===== config.mk =====
export PLATFORM = sky130hd
export DESIGN_NAME = tht_lanes
export DESIGN_NICKNAME = d
export VERILOG_FILES = /design/src/rtl/tht_pkg.sv /design/src/rtl/tht_lane.sv /design/src/rtl/tht_lanes.sv
export SDC_FILE = /design/constraint.sdc
export NUM_CORES = 1
export LEC_CHECK = 0
export ABC_AREA = 1
export ABC_CLOCK_PERIOD_IN_PS = 9700
export BUFFER_PORTS_ARGS = -buffer_cell sky130_fd_sc_hd__clkbuf_2
export CORE_ASPECT_RATIO = 1.75
export CORE_UTILIZATION = 55
export DETAILED_ROUTE_END_ITERATION = 12
export PLACE_DENSITY = 0.73
export SLEW_MARGIN = 0
export SYNTH_ARGS = -nofsm -noshare
export SYNTH_HDL_FRONTEND = slang
export SYNTH_SLANG_ARGS = --single-unit

===== constraint.sdc =====
create_clock -name vclk -period 9.7
set_clock_uncertainty 0.15 [all_clocks]
set_input_delay 0.485 -clock vclk [all_inputs]
set_output_delay 0.485 -clock vclk [all_outputs]
set_load 0.02 [all_outputs]

===== src/rtl/tht_pkg.sv =====
// ----------------------------------------------------------------------------
// tht_pkg
// Shared types and constants for the binary image thinning core.
// ----------------------------------------------------------------------------
`default_nettype none

package tht_pkg;

	// row word and row store geometry
	localparam int ROW_BITS  = 64;
	localparam int ROW_SLOTS = 64;
	localparam int ROW_AW    = 6;

	// configuration register indexes
	typedef enum logic [1:0] {
		REG_WIDTH  = 2'd0,
		REG_HEIGHT = 2'd1,
		REG_LIMEN  = 2'd2,
		REG_LIMIT  = 2'd3
	} cfg_reg_t;

	// sequencer states
	typedef enum logic [2:0] {
		ST_LOAD,
		ST_ITER,
		ST_PRIME,
		ST_FILL,
		ST_RUN,
		ST_PEND,
		ST_ERD,
		ST_EMIT
	} state_t;

	// 3x3 neighborhood of one pixel, bit 0 = left column, bit 2 = right column
	typedef struct packed {
		logic [2:0] up;
		logic [2:0] mid;
		logic [2:0] dn;
	} win_t;

endpackage

`default_nettype wire


===== src/rtl/tht_lane.sv =====
// ----------------------------------------------------------------------------
// tht_lane
// Deletion test for one pixel column over a 3x3 neighborhood.
// ----------------------------------------------------------------------------
`default_nettype none

module tht_lane (
	input  tht_pkg::win_t win,
	input  logic          second,
	output logic          del
);
	import tht_pkg::*;

	logic [7:0] nb;
	logic [7:0] rise;
	logic [3:0] sum;
	logic [3:0] trans;
	logic       prod_ok;

	// neighbors p2..p9 clockwise from the top
	assign nb[0] = win.up[1];
	assign nb[1] = win.up[2];
	assign nb[2] = win.mid[2];
	assign nb[3] = win.dn[2];
	assign nb[4] = win.dn[1];
	assign nb[5] = win.dn[0];
	assign nb[6] = win.mid[0];
	assign nb[7] = win.up[0];

	// 0-to-1 transitions walking around the ring
	always_comb begin
		for (int k = 0; k < 8; k++) begin
			rise[k] = !nb[k] && nb[(k + 1) % 8];
		end
	end

	assign sum   = 4'($countones(nb));
	assign trans = 4'($countones(rise));

	// subpass specific products
	always_comb begin
		if (!second) begin
			prod_ok = !(nb[0] & nb[2] & nb[6]) && !(nb[0] & nb[4] & nb[6]);
		end else begin
			prod_ok = !(nb[0] & nb[2] & nb[4]) && !(nb[2] & nb[4] & nb[6]);
		end
	end

	assign del = win.mid[1] && (sum >= 4'd2) && (sum <= 4'd6) && (trans == 4'd1) && prod_ok;

endmodule

`default_nettype wire


===== src/rtl/tht_lanes.sv =====
// ----------------------------------------------------------------------------
// tht_lanes
// One lane per column tests a whole row at once; the merge clears the
// marked pixels and reports whether any pixel of the row was deleted.
// ----------------------------------------------------------------------------
`default_nettype none

module tht_lanes (
	input  logic [tht_pkg::ROW_BITS-1:0] up_row,
	input  logic [tht_pkg::ROW_BITS-1:0] cur_row,
	input  logic [tht_pkg::ROW_BITS-1:0] dn_row,
	input  logic                         second,
	output logic [tht_pkg::ROW_BITS-1:0] new_row,
	output logic                         any_del
);
	import tht_pkg::*;

	logic [ROW_BITS+1:0] up_ext;
	logic [ROW_BITS+1:0] cur_ext;
	logic [ROW_BITS+1:0] dn_ext;
	logic [ROW_BITS-1:0] del;

	// zero columns outside the row
	assign up_ext  = {1'b0, up_row, 1'b0};
	assign cur_ext = {1'b0, cur_row, 1'b0};
	assign dn_ext  = {1'b0, dn_row, 1'b0};

	// column lanes
	for (genvar j = 0; j < ROW_BITS; j++) begin : g_lane
		win_t win;
		assign win.up  = up_ext[j+2:j];
		assign win.mid = cur_ext[j+2:j];
		assign win.dn  = dn_ext[j+2:j];
		tht_lane u_lane (
			.win    (win),
			.second (second),
			.del    (del[j])
		);
	end

	// merge lane results
	assign new_row = cur_row & ~del;
	assign any_del = |del;

endmodule

`default_nettype wire


* Yosys cells after proc, flatten, opt, wreduce, memory -nomap -nowiden
Cells that the tools add are included.
Word-level totals: register bits 0, output and inout bits 65
Operators by class: add/sub/neg operators 884, magnitude comparators 128, equality and inequality tests 64, muxes and demuxes 64, bitwise logic cells 440, reduce and logical (&&, ||, !) cells 1201
Operators by type and width (count):
- 4-bit adder | 376
- 1-bit by 1-bit adder with 2-bit output | 504
- 1-bit logical AND | 758
- 1-bit logical NOT | 442
- 1-bit AND | 438
- 4-bit by 1-bit == test with 1-bit output, second input constant | 64
- 4-bit by 2-bit >= comparator with 1-bit output, second input constant | 64
- 4-bit by 3-bit less-or-equal comparator with 1-bit output, second input constant | 64
- 64-bit AND | 1
- 1-bit 2-to-1 mux | 64
- 64-bit inverter | 1
- 64-bit OR reduction | 1
- 1-bit by 4-bit adder with 4-bit output | 2
- 4-bit by 1-bit adder with 4-bit output | 2

* Logic depth before layout (Yosys ltp)
Gate-level depths: netlist (run 1).
word-level depth 10, mapped depth 22, gate-level depth less buffers 21

* Hierarchy
From an unflattened synthesis (run 1), not the netlist that was laid out.
Unflattened totals: cell total of the unflattened synthesis 4604, area, all modules 30634.4 µm²
Modules (own cells, without submodules):
- tht_lane at g_lane[0].u_lane ... | times used 38, cells each 69, area an instance 466.7 µm²
- tht_lane at g_lane[23].u_lane ... | times used 25, cells each 69, area an instance 469.2 µm²
- tht_lanes | times used 1, cells each 192, area an instance 720.7 µm²
- tht_lane at g_lane[4].u_lane | times used 1, cells each 65, area an instance 449.2 µm²

* Least setup slack after synthesis (run 1)
OpenSTA, ideal clock, no wires.
kind input-to-output, from in cur_row[61] in the netlist's numbering, to out any_del, arrival 3511 ps, required time 9065 ps, path slack 5554 ps, cell stages on the path 19, buffers on the path 1, path through clkbuf_1 inv_1 ha_1 fa_1 fa_1 inv_1 ha_1 fa_1 inv_1 nor2_1 nor2_1 nand2_1 nor2_1 nor2_1 nand2_1 nor2_1 nand2_1 nor2_1 nand2_1
Between the ends: longest elaborated chain between the ends 9, elaborated cells between the ends (all ways) 58, those cells by class add/sub: 14; order compare: 4; eq/ne: 2; mux: 2; bitwise: 8; reduce/logical: 28
RTL lines:
- from (decl) | RTL line tht_lanes.sv:10 | input logic [tht_pkg::ROW_BITS-1:0] cur_row,
- 1-bit by 1-bit adder with 2-bit output (implied by the code) or 1-bit logical NOT (tied branches) | RTL line tht_lane.sv:37, tht_lane.sv:33
- 4-bit adder (implied by the code) or 1-bit logical AND (tied branches) | RTL line tht_lane.sv:37, tht_lane.sv:33
- 4-bit adder (implied by the code) or 1-bit by 1-bit adder with 2-bit output (tied branches) | RTL line tht_lane.sv:37, tht_lane.sv:38
- 4-bit by 2-bit >= comparator with 1-bit output or 4-bit adder (tied branches) | RTL line tht_lane.sv:49, tht_lane.sv:38
- 1-bit logical AND or 4-bit adder (tied branches) | RTL line tht_lane.sv:49, tht_lane.sv:38
- 1-bit logical AND or 4-bit by 1-bit == test with 1-bit output (tied branches) | RTL line tht_lane.sv:49 | assign del = win.mid[1] && (sum >= 4'd2) && (sum <= 4'd6) && (trans == 4'd1) && prod_ok;
- 1-bit logical AND (2 in a row) | RTL line tht_lane.sv:49
- 64-bit OR reduction (*) | RTL line tht_lanes.sv:43 | assign any_del = |del;
- to (decl) | RTL line tht_lanes.sv:14 | output logic any_del
Mark *: on every way between the ends. The rest lies on a longest branch, timed or not.

* Worst setup path in the final report (run 1)
from in cur_row[6] in the netlist's numbering, to out any_del
Same word-level chain as after synthesis.

==> flow_summary.ini, run 1 <==
[status]
outcome = finished, final reports clean

[critical_path]
crit_chain = clkbuf_2 -> clkinv_1 -> ha_1 -> fa_1 -> fa_1 -> inv_1 -> ha_1 -> fa_1 -> nor2_1 -> nor2_1 -> nand3_1 -> nor2_1 -> nor2_1 -> nand2_1 -> nor2_1 -> nand2_1 -> nor2_1 -> nand2_1 -> clkbuf_2
startpoint_type = input pin
cp.arrival_ns = 4.74
path_buf_inv = 4
cp_data_required_time_ns = 9.07
cpPeakStageDelay_ns = 0.61
crit_slowest_cell = nor2_1
end_kind = output port
crit_family = adder cells
path_common_cell = nor2_1
crit_type = input pin to output port
critPathMaxFanout = 9
critPathLaunch = cur_row[6]

[sta]
worst_slew_pin_slew_ns = 0.7876
finalCritPeriodShare = 0.5541
setup_slack_ns = 4.325
finalHoldViolCount = 0
slew_violations = 0
finalSetupTns_ns = 0
min_period_ns = 5.375
rsz0062_at_grt = no
fin_hold_ws_ns = 1.336
relSlewSlack = 0.4730
setup_violations = 0
fmax_ghz = 0.1860

[final_layout]
nClkBuffers = 0
nets = 6006
final_cell_mix = inv_1 (1038), ha_1 (879), nand2_1 (705)
fin_area_mm2 = 0.03474
fillers = 5484
final_common_cell = inv_1
fin_cells = 5203
drive_gt1_frac = 0.06030
regArea_um2 = 0
numSequentialCells = 0
syn_to_final_growth_pct = 6.588

[detailed_routing]
drc = 0
via_per_inst = 5.155
final_antenna_net_count = 0
wl_um = 82610
firstDrtPassIters = 5
wire_per_inst_um = 15.88
drtIter0Drc = 941
vias = 26820

[clock_network]
cts_setup_buffers = 0
cts_hold_buf = 0
cts_resized = 0

[placement]
place_hpwl_um = 72090
dpl_worst_slack_ns = 4.279
dp.cells = 5201
port_buffers = 258
gp_congestion = 0.9508
place_area_mm2 = 0.03473

[pwr]
power.switching_uw = 1464
leakagePower_uw = 0.02020
powerDensity_mw_per_mm2 = 69.03
ir_drop_v = 0.00004382
p_comb_frac = 1.000
p_int_uw = 933.8
netSwitchingFraction = 0.6106
clockPowerShare = 0
seqPwrFrac = 0

[yosys]
synth_mux_area_frac = 0
synth-simple-area-share = 0.1791
syn_avg_cell_area_um2 = 7.787
synth_top_family_by_area = adder cells
ys_types = 24
syn_nets = 5761
synth-compound-area-share = 0.04937
synthAdderAreaFrac = 0.6471
ys_warn_count = 0
netlist_area_mm2 = 0.03259
synthCells = 4185
synth-xor-area-share = 0
seq_area_frac_synth = 0

[global_route]
grt_antenna_before_repair = 10
gr-total-overflow = 0
grt_use_total = 0.2810
grt_pass1_wl_um = 134000
grt_max_degree = 49
grt_pass1_vias = 28350

[die]
start_util = 0.5580
die_h_um = 324.0
io_pins = 258
die_w_um = 186.0
rows = 117
core_mm2 = 0.05841
dieArea_mm2 = 0.06027

[flow_run]
max-cap-violations = 0

[hold_path]
min_path_type = input pin to output port
hold_path.startpoint = cur_row[63]
min_to = new_row[63]
hold_depth = 4
logic make-up after synthesis:
group           count (synthesis)
compound gates                290
fa+ha+maj                    1383
buf+inv                      1062
simple gates                 1450
power groups by stage:
stage	Clock [uW]	Combinational [uW]	Sequential, uW
6_report	0.0000276	2400	0
5_1_grt	0	2840	0
4_1_cts	0	2440	0
3_5_place_dp	0	2420	0
3_3_place_gp	0	2340	0
2_1_floorplan	0	1710	0
synthesized netlist by cell type:
| cell type | count | share of area |
|---|---|---|
| buf_2 | 4 | 0.00061 |
| nand2_2 | 3 | 0.00058 |
| nand3b_1 | 29 | 0.0067 |
| nand3_1 | 138 | 0.021 |
| nand4_1 | 25 | 0.0048 |
| inv_1 | 1038 | 0.12 |
| o21ai_0 | 16 | 0.0025 |
| buf_6 | 5 | 0.0017 |
| ha_1 | 879 | 0.34 |
| nor2_1 | 528 | 0.061 |
| o211ai_1 | 1 | 0.00023 |
| clkbuf_1 | 2 | 0.00023 |
| o21bai_1 | 62 | 0.014 |
| clkinv_1 | 6 | 0.00069 |
| fa_1 | 504 | 0.31 |
| buf_4 | 4 | 0.00092 |
| nand2_1 | 705 | 0.081 |
| clkbuf_2 | 1 | 0.00015 |
| nor3_2 | 3 | 0.00092 |
| o21ai_1 | 7 | 0.0011 |
| a21oi_1 | 204 | 0.031 |
| nor3_1 | 19 | 0.0029 |
| inv_2 | 1 | 0.00012 |
| buf_8 | 1 | 0.00046 |
worst max-delay path by stage:
stage / end / slack (ns) / depth (start not counted)
floorplan: any_del / 5.55 / 19
global placement: any_del / 4.33 / 19
finish: any_del / 4.32 / 19
global route: any_del / 4.17 / 19
detailed placement: any_del / 4.28 / 19
CTS: any_del / 4.27 / 19
cell type report:
type	instances	area [um^2]	area share
Antenna cell	2	5.005	0.0001441
Inverter	1045	3923	0.1129
Multi-Input combinational cell	3123	28530	0.8214
Tap cell	773	967.2	0.02784
Timing Repair Buffer	260	1309	0.03768
worst min-delay path: stages:
cell and delay, ns:
clkbuf_2 0.11, inv_1 0.17, a21oi_1 0.06, clkbuf_2 0.17
per-stage QoR:
stage,power (uW),utilization
2_1_floorplan,1706,-
6_report,2398,0.5947
3_3_place_gp,2341,0.5946
3_5_place_dp,2424,0.5946
5_1_grt,2839,0.5946
4_1_cts,2435,0.5946
metal layers:
layer,wire length (um),up-vias,global-route usage
met5,123,-,0
met4,4678,20,0.1393
met3,4146,280,0.04075
met2,44620,621,0.5580
met1,29040,12790,0.2747
li1,-,13110,-
Power figures use the tool's default switching activity.
==> run 2, diff against run 1 <==
- ABC_AREA: 1 -> 0
- ABC_CLOCK_PERIOD_IN_PS: 9700 -> 5250
- clock period: 9.7 -> 5.25 ns (I/O delays scaled with it)
==> flow_summary.ini, run 2 <==
[pwr]
p_int_uw = 1732
power.switching_uw = 2506
powerDensity_mw_per_mm2 = 122.6
clockPowerShare = 0
netSwitchingFraction = 0.5913
p_comb_frac = 1.000
leakagePower_uw = 0.01847
design_power_total_uw = 4239
seqPwrFrac = 0
ir_drop_v = 0.0001038

[global_route]
gr-total-overflow = 0
grt_pass1_vias = 26940
grt_max_degree = 93
grt_antenna_before_repair = 8
grt_pass1_wl_um = 132400
grt_use_total = 0.2778

[detailed_routing]
via_per_inst = 5.469
wire_per_inst_um = 17.56
drtIter0Drc = 780
wl_um = 81030
final_antenna_net_count = 0
firstDrtPassIters = 5
vias = 25240
drc = 0

[yosys]
syn_nets = 5187
ys_top_cells_by_count = inv_1 (888), ha_1 (879), fa_1 (504)
ys_types = 53
synthAdderAreaFrac = 0.6531
seq_area_frac_synth = 0
synth_area_leader_cell = ha_1
synthCells = 3611
synthTopCellsByArea = ha_1 (34%), fa_1 (31%), inv_1 (10%)
ys_warn_count = 0
synth_mux_area_frac = 0.02554
synth-compound-area-share = 0.08336
synth_top_area_frac = 0.3406
netlist_area_mm2 = 0.03229
synth_top_family_by_area = adder cells
synth-simple-area-share = 0.1231
yosysMostFrequentCell = inv_1
syn_avg_cell_area_um2 = 8.941
synth-xor-area-share = 0

[clock_network]
cts_setup_buffers = 0

[final_layout]
nClkBuffers = 0
final_common_cell = inv_1
fillers = 5307
nets = 5418
regArea_um2 = 0
syn_to_final_growth_pct = 7.033
final_cell_mix = inv_1 (888), ha_1 (879), fa_1 (504)
drive_gt1_frac = 0.08255
numSequentialCells = 0
multi_input_area_mm2 = 0.02859
fin_area_mm2 = 0.03456

[sta]
rsz0062_at_grt = no
finalCritPeriodShare = 0.9728
finalHoldViolCount = 0
finalSetupTns_ns = 0
slew_violations = 0
relSlewSlack = 0.4113
setup_slack_ns = 0.1427
worst_slew_pin_slew_ns = 0.8809
fmax_ghz = 0.1958
min_period_ns = 5.107
fin_hold_ws_ns = 0.8226
setup_violations = 0

[critical_path]
cpPeakStageDelay_ns = 0.81
crit_type = input pin to output port
end_kind = output port
cp.arrival_ns = 4.69
crit_slowest_cell = a2111oi_1
startpoint_type = input pin
critPathMaxFanout = 14
critPathLaunch = up_row[12]
crit_chain = clkbuf_2 -> inv_1 -> ha_1 -> nand2_1 -> fa_1 -> inv_1 -> fa_1 -> ha_1 -> inv_1 -> fa_1 -> nor4bb_1 -> nand3_1 -> a2111oi_1 -> or4_1 -> nor4_1 -> nand4_1 -> clkbuf_2
cp_data_required_time_ns = 4.84

[hold_path]
min_path_type = input pin to output port
hold_path.startpoint = cur_row[0]

[die]
core_mm2 = 0.05812
start_util = 0.5556
dieArea_mm2 = 0.05972
io_pins = 258
die_h_um = 322.5
die_w_um = 185.2
rows = 117

[status]
outcome = finished, final reports clean

[placement]
port_buffers = 258
gp_congestion = 0.9393
place_hpwl_um = 70110
dpl_worst_slack_ns = 0.03219
place_area_mm2 = 0.03454

[flow_run]
max-cap-violations = 0
==> run 2: cell types whose count changed in the layout (fill, tap and decap cells not counted), sizes merged, moves of 67 or more <==
| cell | change |
|---|---|
| a21oi | -115 |
| and2 | +104 |
| inv | -150 |
| mux2i | +79 |
| nand2 | -399 |
| nand3 | -67 |
| nor2 | -437 |
| o21ai | +124 |
==> run 2: worst paths after layout <==
check | cells past startpoint | end
worst max-delay path | 17 | any_del
worst min-delay path | 3 | new_row[0]
==> run 2: cell families (layout without fill, tap and decap cells) <==
group / Yosys count / count (layout)
AOI/OAI and AO/OA: 423 / 423
adders and majority gates: 1383 / 1383
buffers and inverters: 964 / 1193
muxes: 82 / 82
other: 0 / 2
and+or+nand+nor: 759 / 759
==> run 2: layout make-up <==
cell class | instances | area share
antenna | 2 | 0.0001448
tap | 773 | 0.02799
inverter | 889 | 0.09656
timing repair buffer | 304 | 0.04790
multi-input combinational | 2647 | 0.8274
==> run 2: timing repair <==
| action | CTS | global route |
|---|---|---|
| endpoints found under the setup margin | 0 | 1 |
| gates resized for setup | 0 | 3 |
| hold buffers | 0 | 0 |
==> run 2: per-stage QoR <==
| step | util | instances |
|---|---|---|
| finish | 0.5946 | 4615 |
| CTS | 0.5943 | 4613 |
| floorplan | - | 3611 |
| global placement | 0.5943 | 4613 |
| detailed placement | 0.5943 | 4613 |
| global route | 0.5946 | 4615 |
==> run 2: power groups by stage <==
stage | registers, uW | logic [uW] | clock network [uW]
finish | 0 | 4240 | 0.0000510
global route | 0 | 4950 | 0.0000510
CTS | 0 | 4280 | 0
detailed placement | 0 | 4260 | 0
global placement | 0 | 4100 | 0
floorplan | 0 | 2930 | 0
==> run 2: worst max-delay path, delay by kind of cell <==
kind,cells,cell delay [ns]
adder cells (fa/ha/maj),5,1.88
AND/OR/NAND/NOR,6,1.01
AO/OA/AOI/OAI,1,0.81
buffers and inverters,5,0.72
==> run 2: routing by layer <==
layer | GRT usage | routed length [um] | vias to the layer above
met5 | 0 | 75 | -
met4 | 0.1131 | 3965 | 12
met3 | 0.02969 | 3399 | 207
met2 | 0.5474 | 44410 | 570
met1 | 0.2925 | 29180 | 12410
li1 | - | - | 12040
